File: src/hdl/sfba_pkg.sv
// ----------------------------------------------------------------------------
// sfba_pkg
// Shared types, constants and register codes for the flow breath analyzer.
// ----------------------------------------------------------------------------
package sfba_pkg;

  // Configuration register indexes.
  localparam logic [2:0] CFG_ADC_GAIN      = 3'd0;
  localparam logic [2:0] CFG_ADC_INTERCEPT = 3'd1;
  localparam logic [2:0] CFG_FLOW_OFFSET   = 3'd2;
  localparam logic [2:0] CFG_DEADBAND      = 3'd3;
  localparam logic [2:0] CFG_EXHALE_THR    = 3'd4;
  localparam logic [2:0] CFG_SAMPLE_PERIOD = 3'd5;
  localparam logic [2:0] CFG_END_HOLD      = 3'd6;

  // Breath phase codes.
  localparam logic [1:0] PH_IDLE     = 2'd0;
  localparam logic [1:0] PH_EXHALE   = 2'd1;
  localparam logic [1:0] PH_COMPLETE = 2'd2;

  // Default depth of the queue between front and back.
  localparam int QUEUE_DEPTH_DEF = 4;

  // Ratio divider sizes.
  localparam int DIV_NUM_W = 64;
  localparam int DIV_DEN_W = 40;
  localparam int DIV_CNT_W = 7;

  // Numerator bit count for the ratio division.
  localparam logic [DIV_CNT_W-1:0] RATIO_DIV_BITS = 7'd55;

  // Reciprocals for the constant divisions. ceil(2^34/30) is exact for
  // numerators below 2^28; ceil(2^49/15625) is exact for numerators below 2^36.
  localparam logic [29:0] FLOW_RECIP = 30'd572662307;
  localparam logic [35:0] VOL_RECIP  = 36'd36028797019;

  // Arithmetic limits.
  localparam logic [23:0] SLPM_MAX = 24'd9830400;
  localparam logic [21:0] FLOW_MAX = 22'd2621440;
  localparam logic signed [39:0] VOL_MAX = 40'sd549755813887;
  localparam logic [31:0] FEV1_TIME = 32'd1000000;
  localparam logic [31:0] FEV6_TIME = 32'd6000000;
  localparam logic signed [39:0] RATIO_MIN_FVC = 40'sd1049;
  localparam logic [16:0] RATIO_MAX = 17'd65536;

  // One queued sample word.
  typedef struct packed {
    logic [11:0] sample;
    logic [31:0] ts;
  } qitem_t;

  // Configuration register set.
  typedef struct packed {
    logic [15:0] adc_gain;
    logic [23:0] adc_intercept;
    logic [23:0] flow_offset;
    logic [23:0] deadband;
    logic [21:0] exhale_threshold;
    logic [19:0] sample_period_us;
    logic [23:0] end_hold_us;
  } cfg_t;

  // Queue read side seen by the back end.
  typedef struct packed {
    logic   valid;
    qitem_t item;
  } qrd_t;

endpackage

File: src/hdl/sfba_front.sv
// ----------------------------------------------------------------------------
// sfba_front
// Accepts samples, drops faulted ones and queues the rest for the back end.
// ----------------------------------------------------------------------------
module sfba_front import sfba_pkg::*; #(
  parameter int QUEUE_DEPTH = QUEUE_DEPTH_DEF
) (
  input  logic        clk,
  input  logic        rst,
  input  logic        in_valid,
  output logic        in_stall,
  input  logic [11:0] adc_sample,
  input  logic        adc_fault,
  input  logic [31:0] timestamp_us,
  output qrd_t        q_rd,
  input  logic        q_pop
);

  localparam int PW = (QUEUE_DEPTH > 1) ? $clog2(QUEUE_DEPTH) : 1;
  localparam int CW = $clog2(QUEUE_DEPTH + 1);

  qitem_t          mem [QUEUE_DEPTH];
  logic [PW-1:0]   wr_ptr;
  logic [PW-1:0]   rd_ptr;
  logic [CW-1:0]   count;
  logic            push;
  logic            pop;

  // The queue is full when every entry holds a word.
  assign in_stall = (count == CW'(QUEUE_DEPTH));
  assign push     = in_valid && !in_stall && !adc_fault;
  assign pop      = q_pop && (count != '0);

  assign q_rd.valid = (count != '0);
  assign q_rd.item  = mem[rd_ptr];

  // Storage writes.
  always_ff @(posedge clk) begin
    if (push) begin
      mem[wr_ptr] <= '{sample: adc_sample, ts: timestamp_us};
    end
  end

  // Pointers and fill count.
  always_ff @(posedge clk) begin
    if (rst) begin
      wr_ptr <= '0;
      rd_ptr <= '0;
      count  <= '0;
    end else begin
      if (push) begin
        wr_ptr <= (wr_ptr == PW'(QUEUE_DEPTH - 1)) ? '0 : wr_ptr + 1'b1;
      end
      if (pop) begin
        rd_ptr <= (rd_ptr == PW'(QUEUE_DEPTH - 1)) ? '0 : rd_ptr + 1'b1;
      end
      if (push && !pop) begin
        count <= count + 1'b1;
      end else if (pop && !push) begin
        count <= count - 1'b1;
      end
    end
  end

endmodule

File: config.mk
export PLATFORM = sky130hd
export DESIGN_NAME = sfba_front
export DESIGN_NICKNAME = d
export VERILOG_FILES = /design/src/hdl/sfba_pkg.sv /design/src/hdl/sfba_front.sv
export SDC_FILE = /design/constraint.sdc
export NUM_CORES = 1
export LEC_CHECK = 0
export ABC_AREA = 1
export BUFFER_PORTS_ARGS = -buffer_cell sky130_fd_sc_hd__buf_2
export CAP_MARGIN = 20
export CORE_MARGIN = 2
export CORE_UTILIZATION = 45
export DETAILED_ROUTE_END_ITERATION = 12
export GPL_ROUTABILITY_DRIVEN = 0
export GPL_TIMING_DRIVEN = 0
export MAX_ROUTING_LAYER = met4
export PLACE_DENSITY = 0.65
export SLEW_MARGIN = 20
export SYNTH_ARGS = -nofsm -noshare
export SYNTH_HDL_FRONTEND = slang
export SYNTH_SLANG_ARGS = --single-unit
export TNS_END_PERCENT = 1
File: constraint.sdc
create_clock -name clk -period 3.7 [get_ports clk]
set_input_delay 0.185 -clock clk [delete_from_list [all_inputs] [get_ports clk]]
set_output_delay 0.185 -clock clk [all_outputs]
set_load 0.05 [all_outputs]
==> impl_summary.md, run 1 <==
Floorplanning
The die height is 130 um. Row generation in the floorplan step produced 45 rows. The width of the chip is 130 um. For this configuration, the core starts out at a cell density of 46.5%.

The floorplan step defined a core boundary enclosing 15300 um2. The floorplan step defined a die boundary enclosing 16800 um2. The number of top-level pins is 95.

Placed design
The post-placement cell area is 8090 um2. The half-perimeter wire length after detailed placement is 10.0 mm. After detailed placement, the design holds a cell count of 810. The number of port buffers is 94.

STA
The slew of the pin with the lowest slew margin is 0.740 ns. The hold violation total from the final report is 0. Setup violations remaining at the end of the flow were counted as 0. The worst hold margin is 0.0948 ns. The max-slew violation total from the final report is 0. On the final layout, the worst clock skew is 0.0146 ns. The highest clock frequency the design can meet is 455 MHz. The worst slew margin relative to its limit is 50.5%.

Setup repair after global routing left no endpoint under its margin. Subtracting the final worst setup slack from the clock period gives 2.20 ns. The share of the cycle needed by the critical path after routing is 59.4%.

Worst setup path
For the worst flop-to-flop path, the logic depth is 6. The critical path is of the register to register type. In this run the worst path has a maximum fanout of 16. The startpoint identified for the worst register-to-register timing path is count[0]. The worst register-to-register path ends at mem[3][4]. The type of origin of the critical path is a register. The required time of the critical path is 3.83 ns. The type of element capturing the critical path is a register.

At the worst endpoint, the arrival time is 2.33 ns. The startpoint of the worst setup timing path is count[0]. The setup slack of the worst register-to-register path is 1.50 ns.

Detailed routing
The total wirelength of the detailed-routed design is 15.7 mm. The initial DRC count is 292. The first TritonRoute pass finished after 5 iterations.

Dividing the detail-routed via count by the number of cells gives 5.15. In the final routed layout, each cell accounts on average for 17.7 um. The detail route stage leaves a number of antenna-violating nets equal to 0. After detailed routing, the number of remaining DRC violations is 0.

For this block, the via count after detailed routing is 4564.

Logic synthesis
The netlist uses 24 different library cells. The post-synthesis mux area share is 0%. The fraction of synthesized cell area in xor and xnor cells is 0.123%. The synthesized instance count is 497. During synthesis, Yosys emitted a total of 0 warnings.

The register area share after synthesis is 76.8%. Dividing the synthesized area by the synthesized cell count gives 14.3 um2. In the post-synthesis netlist, the biggest area contributors are edfxtp_1, o21ai_0, nor2_1. Summing the areas of all fa, ha and maj instances in the mapped netlist gives 1.34% of the synthesized area. The cell accounting for the most synthesized area is edfxtp_1.

The share of the synthesized area in the top cell type is 74.3%. After synthesis the netlist holds a flip-flop and latch count of 185. The compound-cell area share of the yosys netlist is 11.2%. Of the total synthesized cell area, the portion taken by AND, OR, NAND and NOR gates is 7.02%.

The summed instance area of the synthesized netlist is 7120 um2. The combinational family with the most area after synthesis is compound AO/OA/AOI/OAI gates. The net count after synthesis is 553.

Clocking
The CTS root buffer is clkbuf_16. The post-cts gate resize count is 0. The number of CTS-inserted buffers is 17. After clock tree synthesis, the clock-pin slew on the worst setup and hold paths is 0.06 ns.

The source-to-sink clock delay at the later pin of the worst-skew pair is 0.43 ns. CTS saw 185 sinks. The CTS tree is done.

No sink is reached through more buffers than the 2 on the longest clock path. The clock tree synthesis step divided the H-tree into 4 levels.

Min path
The path with the worst hold slack has its endpoint at rd_ptr[1]. The worst hold path stage count is 4. The hold path startpoint is q_pop. The worst hold path class is primary input to register.

Layout
Leaving out fill and tap cells, the most frequent cell in the layout is edfxtp_1. Measured on the finished design, the core utilization comes to 59.6%. Cells with a size suffix above 1 make up 27.1% of the layout. After filler insertion, the fill cell instance count of the layout stands at 1239. After the flow finishes, the layout carries non-filler instances totaling 887. At the end of the flow, the number of nets in the layout was 719. The multi-input combinational cell area is 1430 um2. From synthesis to final layout, the design area changed by 28.3%. The footprint of the flip-flops and latches is 5470 um2. The finished cells cover 9130 um2. The library cells used most frequently in the layout, excluding fill and tap cells, are edfxtp_1, buf_2, nor2_1.

Power
The worst ir drop on vdd is 549 uV. Power spread over the standard cell area amounts to 771 nW/um2. The design draws 7040 uW. The cell leakage power is 0.00331 uW.

Global route
The initial antenna violation count is 1. The largest net degree at the start of global routing is 23. The overall track demand over capacity in global routing is 20.1%. Summed over all layers, the global routing overflow is 0.

The number of global-route vias before repair is 4703. The first global-routing pass estimated 24.2 mm of wire.

Run status
The run finished with clean final reports.

Run
The tool flagged a number of max-cap violations equal to 0.
-- where the power goes --
group	leakage [uW]	total (uW)	switching (uW)	internal, uW
clock network	0.000277	1790	733	1060
registers	0.00167	2490	55.8	2430
logic	0.00136	2760	2070	698
-- flip-flops by register name, summed over array words and instances, names as in the netlist, named ones only --
signal	flops
count	3
mem	176
rd_ptr	2
wr_ptr	2
-- layout make-up --
class	instances	area share (%)
Buffer	27	1.93
Inverter	18	0.795
Timing Repair Buffer	147	12.4
Clock buffer	19	4.74
Tap cell	211	2.89
Multi-Input combinational cell	267	15.7
Sequential cell	185	59.9
Antenna cell	1	0.0274
Clock inverter	12	1.63
-- metrics by stage --
step	setup slack (ns)	TNS (ns)
global placement	-0.994	-156.24
global route	1.31	0
finish	1.50	0
detailed placement	1.48	0
CTS	1.46	0
floorplan	0.696	0
-- worst max path at each step --
| stage | to | depth (start not counted) |
|---|---|---|
| after floorplan | mem[0][0] | 4 |
| after global placement | mem[3][4] | 4 |
| after detailed placement | mem[3][4] | 6 |
| after CTS | mem[3][1] | 6 |
| after global routing | mem[3][7] | 6 |
| final | mem[3][4] | 6 |
-- cell usage after synthesis, drive strengths merged --
cell and n:
nand3 2, buf 24, nor2 104, edfxtp 176
inv 18, fa 1, a21oi 3, o22ai 44
nand3b 2, nand4 1, xor2 1, clkbuf 3
dfxtp 9, nand2 14, ha 6, o21ai 89
-- cell families after synthesis --
kind of cell / count (synthesis)
AOI/OAI and AO/OA: 136
DFF: 185
xor gates and xnor gates: 1
buffers and inverters: 45
adders and majority gates: 7
and+or+nand+nor: 123
-- what timing repair did --
action,4_1_cts,5_1_grt
hold buffers,45,0
buffers inserted,0,0
endpoints found under the hold margin,177,0
-- worst max-delay path, stage by stage (launching register included) --
cell and delay, ns:
dfxtp_1 0.39, nor2_1 0.08, nand2_1 0.16, nand2_1 0.28, nor2_4 0.57, buf_16 0.24, buf_16 0.17
-- metal layers --
layer	up-vias	track usage, %	share of wire [%]
met3	21	4.63	5.0
met5	-	-	0
li1	2175	-	-
met2	137	33.2	50
met4	0	6.33	1.4
met1	2231	24.9	44
(Power assumes the default switching activity.)
==> run 2: changes to the inputs <==
- PLACE_DENSITY: 0.65 -> 0.67
- clock period: 3.7 -> 1.9 ns (I/O delays scaled with it)
==> run 2 against run 1 <==
The flow now finishes with violations (setup timing). Die area stayed put. Clock skew is 0.0043 ns lower. Worst setup slack worse by 1.5 ns. Critical path depth is 7 higher. Largest power group unchanged. Highest routed layer unchanged.
==> impl_summary.md, run 2 (synthesized netlist as in run 1, its figures left out) <==
Worst setup path
The required time of the critical path is 2.23 ns. At the worst endpoint, the arrival time is 2.26 ns. STA classifies the critical path endpoint as a register. The cell type of the slowest stage on the worst timing path is fa_1.

Measured in cells, the most critical reg-to-reg path has a length of 13. The largest fanout on the critical path is 6. The setup check on the worst reg-to-reg path leaves a slack of -0.02 ns. The startpoint identified for the worst register-to-register timing path is count[1]. The largest incremental delay on the critical path is 0.39 ns. The worst setup path is launched from a register. In this run the critical register-to-register path is captured at count[2]. The critical path's most frequent cell is inv_1.

The critical path goes through nor2_4 > nand2_2 > nand2_4 > inv_1 > ha_1 > inv_1 > fa_1 > inv_1 > nand2_1 > nand3_1 > nand2_1 > inv_1 > nor2_1. In this run the worst setup path begins at count[1]. The setup path with the least slack is of type register to register.

Detailed routing
In the routed design, unresolved DRC markers number 0. The per-cell via count in the routed design is 5.19. The remaining antenna violation count is 0. Dividing the detail-routed wire length by the instance count gives 18.1 um. The detailed router finished its first iteration with 453 violations.

The first detailed-routing pass took 4 iterations. For this block, the routed nets add up to 16.1 mm of wire. The total vias in the final route is 4617.

Power
The portion of total power attributed to combinational logic is 41.3%. The total power is 14400 uW. The switching power as a share of total power is 40.0%. The cell leakage power is 0.00342 uW.

The internal portion of the total power is 8650 uW. In this run, flip-flops and latches consume 33.8% of the power. The net switching component of the power is 5760 uW. The share of total power in the clock network is 24.8%. The power density normalized to cell area is 1530 nW/um2. The worst ir drop on vdd is 954 uV.

Floorplanning
95 I/O pins were placed. The floorplan step set the die width to 130 um. The die height is 130 um. The area inside the core boundary is 15300 um2. The die covers 16800 um2. The number of placement rows is 45. The starting density of the core is 46.5%.

Layout
The register with the most flip-flops in the layout has 176 of them. The number of filler cells placed in the layout is 1198. In the final layout, the registers with the most flip-flops are mem (176), count (3). The most frequent standard cell in the layout excluding fill and tap cells is edfxtp_1.

Cells with a size suffix above 1 make up 29.3% of the layout. The repair_antennas step left the layout with diodes totalling 0. The register with the most flip-flops in the final layout is mem. In the layout the commonest cells are edfxtp_1, nor2_1, o21ai_0. Relative to the synthesized area, the layout overhead comes to 32.5%.

The net count of the finished layout is 722.

STA
Setup repair after global routing could not meet its margin everywhere. The final critical-path required period is 1.92 ns. The worst slew margin relative to its limit is 63.0%.

The slew of the pin with the lowest slew margin is 0.554 ns. Setup violations remaining at the end of the flow were counted as 1. The post-route worst setup slack is -0.0238 ns. Dividing the final minimum period by the clock period gives 101%. The highest clock frequency the design can meet is 520 MHz.

The max-slew violation total from the final report is 0. The hold violation total from the final report is 0. The final clock skew is 0.0103 ns.

Global route
The number of global-route vias before repair was 4751. The initial antenna violation count came to 0. The first global-routing pass estimated 24.3 mm of wire.

The largest net degree at the start of global routing is 21. The overall track demand over capacity in global routing is 20.3%. Summed over all layers, the global routing overflow is 0.

Placed design
Port buffering added 94 buffers. Prior to clock tree synthesis, the placed netlist has a worst setup slack of -0.242 ns. The half-perimeter wire length after detailed placement is 9.87 mm.

Clocking
The cell sitting at the root of the clock tree is a clkbuf_16. The clock net sink count is 185. Clock tree synthesis inserted a total of 17 buffers. The H-tree generated during clock tree synthesis spans 4 levels. For the worst-skew pair, the clock arrives at the later sink with an insertion delay of 0.43 ns. Counting along the longest clock path gives a buffer depth of 2. The CTS tree is done. After clock tree synthesis, the clock-pin slew on the worst setup and hold paths is 0.07 ns.

Run status
The run finished, with violations left. The checks that failed: setup timing.

Min path
The tightest min-delay check is of the primary input to register type. The worst hold path stage count is 4. For hold timing, the worst endpoint is wr_ptr[1]. The startpoint identified for the worst hold timing path is adc_fault.

Run
Across the run, the number of max-cap violations was 0.
-- run 2: layer usage --
metal / global-route usage [%] / part of all wire [%]
met4: 7.78 / 1.2
met1: 25.0 / 43
met5: - / 0
met2: 33.5 / 52
met3: 3.81 / 4.4
-- run 2: timing repair --
action	in CTS	in global routing
endpoints found under the hold margin	183	0
pin swaps	1	3
resized for setup	47	44
hold buffers	46	0
setup buffers	1	1
setup endpoints to repair	185	63
-- run 2: worst max path at each step --
stage                            to  slack (ns)
after floorplan           mem[0][0]       -0.42
after global placement    mem[3][5]       -1.46
after detailed placement   count[1]       -0.24
after CTS                  count[1]       -0.03
after global routing       count[2]       -0.14
final                      count[2]       -0.02
-- run 2: power by group through the flow --
stage	combinational (uW)	sequential, uW	clock [uW]
after floorplan	3890	4900	0
after global placement	5140	4930	0
after detailed placement	5310	4930	0
after CTS	5730	4850	3620
after global routing	6320	4900	3800
final	5950	4870	3580
-- run 2: critical path: cells and delay by family, from the launching register on --
kind,cells,cell delay [ns]
and+or+nand+nor,7,0.55
DFF,1,0.38
buffers and inverters,4,0.32
adders and majority gates,2,0.58
-- run 2: area by class of cell --
class                   count  area [um2]  area share [%]
flip-flops and latches    185        5470            58.1
multi-input cells         267        1480            15.7
repair buffers            150        1290            13.7
clock buffers              17         425            4.51
well taps                 211         264            2.80
plain buffers              27         250            2.65
clock inverters            15         174            1.84
inverters                  18        72.6           0.770
-- run 2: metrics by stage --
stage	hold slack (ns)	instance area (um2)	util, %	std cells	setup TNS (ns)
2_1_floorplan	0.167	7130	-	497	-73.66
4_1_cts	0.0708	9290	60.7	889	-0.0464
5_1_grt	0.0969	9430	61.6	890	-0.407
3_3_place_gp	0.267	7860	51.3	802	-251.06
6_report	0.0839	9430	61.6	890	-0.0238
3_5_place_dp	0.276	8100	52.9	810	-11.12
==> run 3: changes to the inputs <==
- ABC_AREA: 1 -> not set
- ABC_CLOCK_PERIOD_IN_PS: not set -> 1900
- PLACE_DENSITY: 0.67 -> 0.68
==> run 3 against run 2 <==
The run still ends with setup timing left. Maximum frequency shrank 2.4%. Final cell count shrank 28%. Flip-flop and latch count is the same. Synthesized area shrank 4.1%. Non-clock buffer count shrank 26. Highest routed layer unchanged.
==> impl_summary.md, run 3 <==
Worst setup path
Measured in cells, the most critical reg-to-reg path has a length of 7. In this run the critical register-to-register path is captured at count[2]. STA classifies the critical path startpoint as a register. The category of the most critical setup path is register to register. The critical path arrival is 2.34 ns. The required time of the critical path is 2.26 ns. Of all nets on the critical path, the largest fanout is 4.

The type of element capturing the critical path is a register. The setup slack of the worst register-to-register path is -0.07 ns. In this run the critical register-to-register path is launched from count[1].

Layout
The share of post-route cells with drive strength above 1 is 44.1%. The largest registers in the layout are mem (176), count (3). The finished layout holds 639 standard cells, fillers aside.

The largest register by flop count is mem. The number of antenna diodes is 0. The library cell used most frequently in the layout, excluding fill and tap cells, is edfxtp_1. Leaving out fill and tap cells, the most frequent cells in the layout are edfxtp_1, buf_2, mux4_2, dlygate4sd3_1, buf_6. The area growth from synthesis to layout is 31.9%. After the last flow step, the layout net total stands at 494.

The number of flip-flops under the largest register name is 176. The finished cells cover 9000 um2.

Floorplanning
The full die area is 16200 um2. In this run the core area contains 45 standard-cell rows. For this configuration, the core starts out at a cell density of 45.4%. The total area inside the core boundary comes to 15000 um2. The number of top-level pins is 95. The die is 127 um tall. In this run the horizontal extent of the chip is 127 um.

Logic synthesis
Synthesis inferred 185 register bits. The async set or reset register ratio after synthesis is 0%. The number of enable flip-flop cells after synthesis is 176. After synthesis, the mean cell area works out to 24.4 um2. The commonest cells after synthesis are edfxtp_1, mux4_2, dfxtp_1, ha_1, inv_1. The Yosys step of the flow raised 0 warnings. Synthesis produced 280 cells. The dominant cell by count in the synthesized netlist is edfxtp_1.

Ranked by total cell area, the synthesized netlist is headed by edfxtp_1, mux4_2, dfxtp_1. The share of the synthesized area in the top cell type is 77.4%. The most used flip-flop cell after synthesis is edfxtp_1. The net count after synthesis is 336. The register area share after synthesis is 80.1%. The distinct cell type count after synthesis is 29. The biggest area contributor in the post-synthesis netlist is edfxtp_1.

In this run the cell area of the synthesized design comes to 6830 um2.

STA
The post-route worst setup slack is -0.0717 ns. Setup violations remaining at the end of the flow were counted as 1. In the finished design, the share of the clock period the worst path needs comes to 104%.

At the pin with the least slew margin, the transition time is 0.721 ns. Setup repair after global routing could not meet its margin everywhere. The final clock skew is 0.00894 ns.

Headroom to the max-slew limit came out at 52.0%. The final critical-path required period is 1.97 ns. The max-slew violation total from the final report is 0. Timing would allow up to 507 MHz. The hold violation total from the final report was 0.

Global route
The initial antenna violation count is 0. The total grt overflow is 0. In the global route stage, overall resource usage came out at 16.2%. Entering global routing, the biggest net connects 45 pins. The number of global-route vias before repair is 3601. The first-pass GRT wire length is 18.7 mm.

Clocking
CTS built an H-tree with a depth of 4. The CTS root buffer is clkbuf_16. TritonCTS built the clock tree. The clock net sink count is 185. At the later pin of the worst-skew pair, clock insertion delay measures 0.43 ns. The clock-pin transition on the worst setup and hold timing paths is 0.07 ns. The number of CTS-inserted buffers is 17. In this run the deepest clock path goes through 2 buffers.

Detailed routing
The average wire length per cell after detail routing is 18.4 um. The total vias in the final route is 3318. The first routing iteration left 251 violations.

In the routed design, unresolved DRC markers number 0. After detailed routing, the total wire length is 11.7 mm. The per-cell via count in the routed design is 5.19. The first-pass detailed-route iteration total is 4. The remaining antenna violation count is 0.

Min path
The endpoint of the worst hold path is count[2]. The worst hold path class is primary input to register. The hold path startpoint is rst. The worst hold path stage count is 2.

Placed design
In this run the tool buffered the top-level ports with 93 buffer cells. Summing all placed instances gives a cell area of 7580 um2. The number of placed instances, taps included, is 561.

The half-perimeter wire length after detailed placement is 6.79 mm.

Run
Across the run, the number of max-cap violations was 0.

Run status
The run finished, with violations left. The checks that failed: setup timing.

Power
Power spread over the standard cell area amounts to 1360 nW/um2. The worst ir drop on vdd is 959 uV. The cell leakage power is 0.00309 uW.
## run 3: changes by cell type in the layout (fill, tap and decap cells not counted), moves of 30 or more
cell     previous run  this run
buf_4              38         7
buf_6               9        40
mux4_2              0        44
nor2_1             89         3
o21ai_0            80         1
o22ai_1            30         0
## run 3: cell type report
class | count | area, um2
Tap cell | 188 | 235
Timing Repair Buffer | 140 | 1180
Fill cell | 1074 | 6030
Sequential cell | 185 | 5480
Clock buffer | 17 | 425
Buffer | 11 | 139
Clock inverter | 15 | 198
Multi-Input combinational cell | 78 | 1330
Inverter | 5 | 18.8
## run 3: what timing repair did
action                                  4_1_cts  5_1_grt
hold endpoints to repair                    176        0
hold buffers                                 44        0
pin swaps                                     2        0
resized for setup                           109        0
setup buffers                                 2        1
endpoints found under the setup margin       44      200
gates cloned                                  0        0
## run 3: metal layers
layer	GRT usage, %	wire, um
met3	4.27	520
met5	-	0
met2	25.7	5990
met1	19.8	4980
met4	7.37	244
## run 3: cells by family after synthesis
kind of cell    count (synthesis)  share of synthesized area [%]
xor+xnor                        2                          0.257
flops                         185                           80.1
compound gates                  7                          0.752
simple gates                   16                           1.50
buf+inv                        17                           1.21
mux                            46                           14.8
fa+ha+maj                       7                           1.39
## run 3: metrics by stage
| stage | hold slack (ns) | total power (uW) | TNS [ns] | util [%] | worst slack [ns] |
|---|---|---|---|---|---|
| 2_1_floorplan | 0.194 | 7340 | -0.103 | - | -0.0789 |
| 3_3_place_gp | 0.305 | 7970 | -42.97 | 50.3 | -0.249 |
| 3_5_place_dp | 0.313 | 8020 | -0.376 | 50.4 | -0.215 |
| 4_1_cts | 0.0317 | 12300 | -0.574 | 59.9 | -0.149 |
| 5_1_grt | 0.0631 | 12600 | -2.16 | 59.9 | -0.144 |
| 6_report | 0.0441 | 12200 | -0.0717 | 59.9 | -0.0717 |
## run 3: where the power goes
part	internal (uW)	switching [uW]	total (uW)
logic	1560	2170	3730
clock network	2200	1460	3660
registers	4730	97.3	4820
total	8490	3720	12200
## run 3: worst max-delay path by stage
| stage | from | to | cells after the start |
|---|---|---|---|
| 2_1_floorplan | count[0] | count[2] | 9 |
| 3_3_place_gp | count[2] | mem[2][17] | 3 |
| 3_5_place_dp | count[2] | count[2] | 9 |
| 4_1_cts | count[2] | count[2] | 9 |
| 5_1_grt | count[1] | count[2] | 7 |
| 6_report | count[1] | count[2] | 7 |
## run 3: worst max-delay path, cell delays in order, from the launching register on
cell and delay [ns]:
dfxtp_4 0.35, o31ai_4 0.36, ha_4 0.20, inv_2 0.04, fa_2 0.36, xor2_1 0.15, or3_4 0.32, a21oi_2 0.11
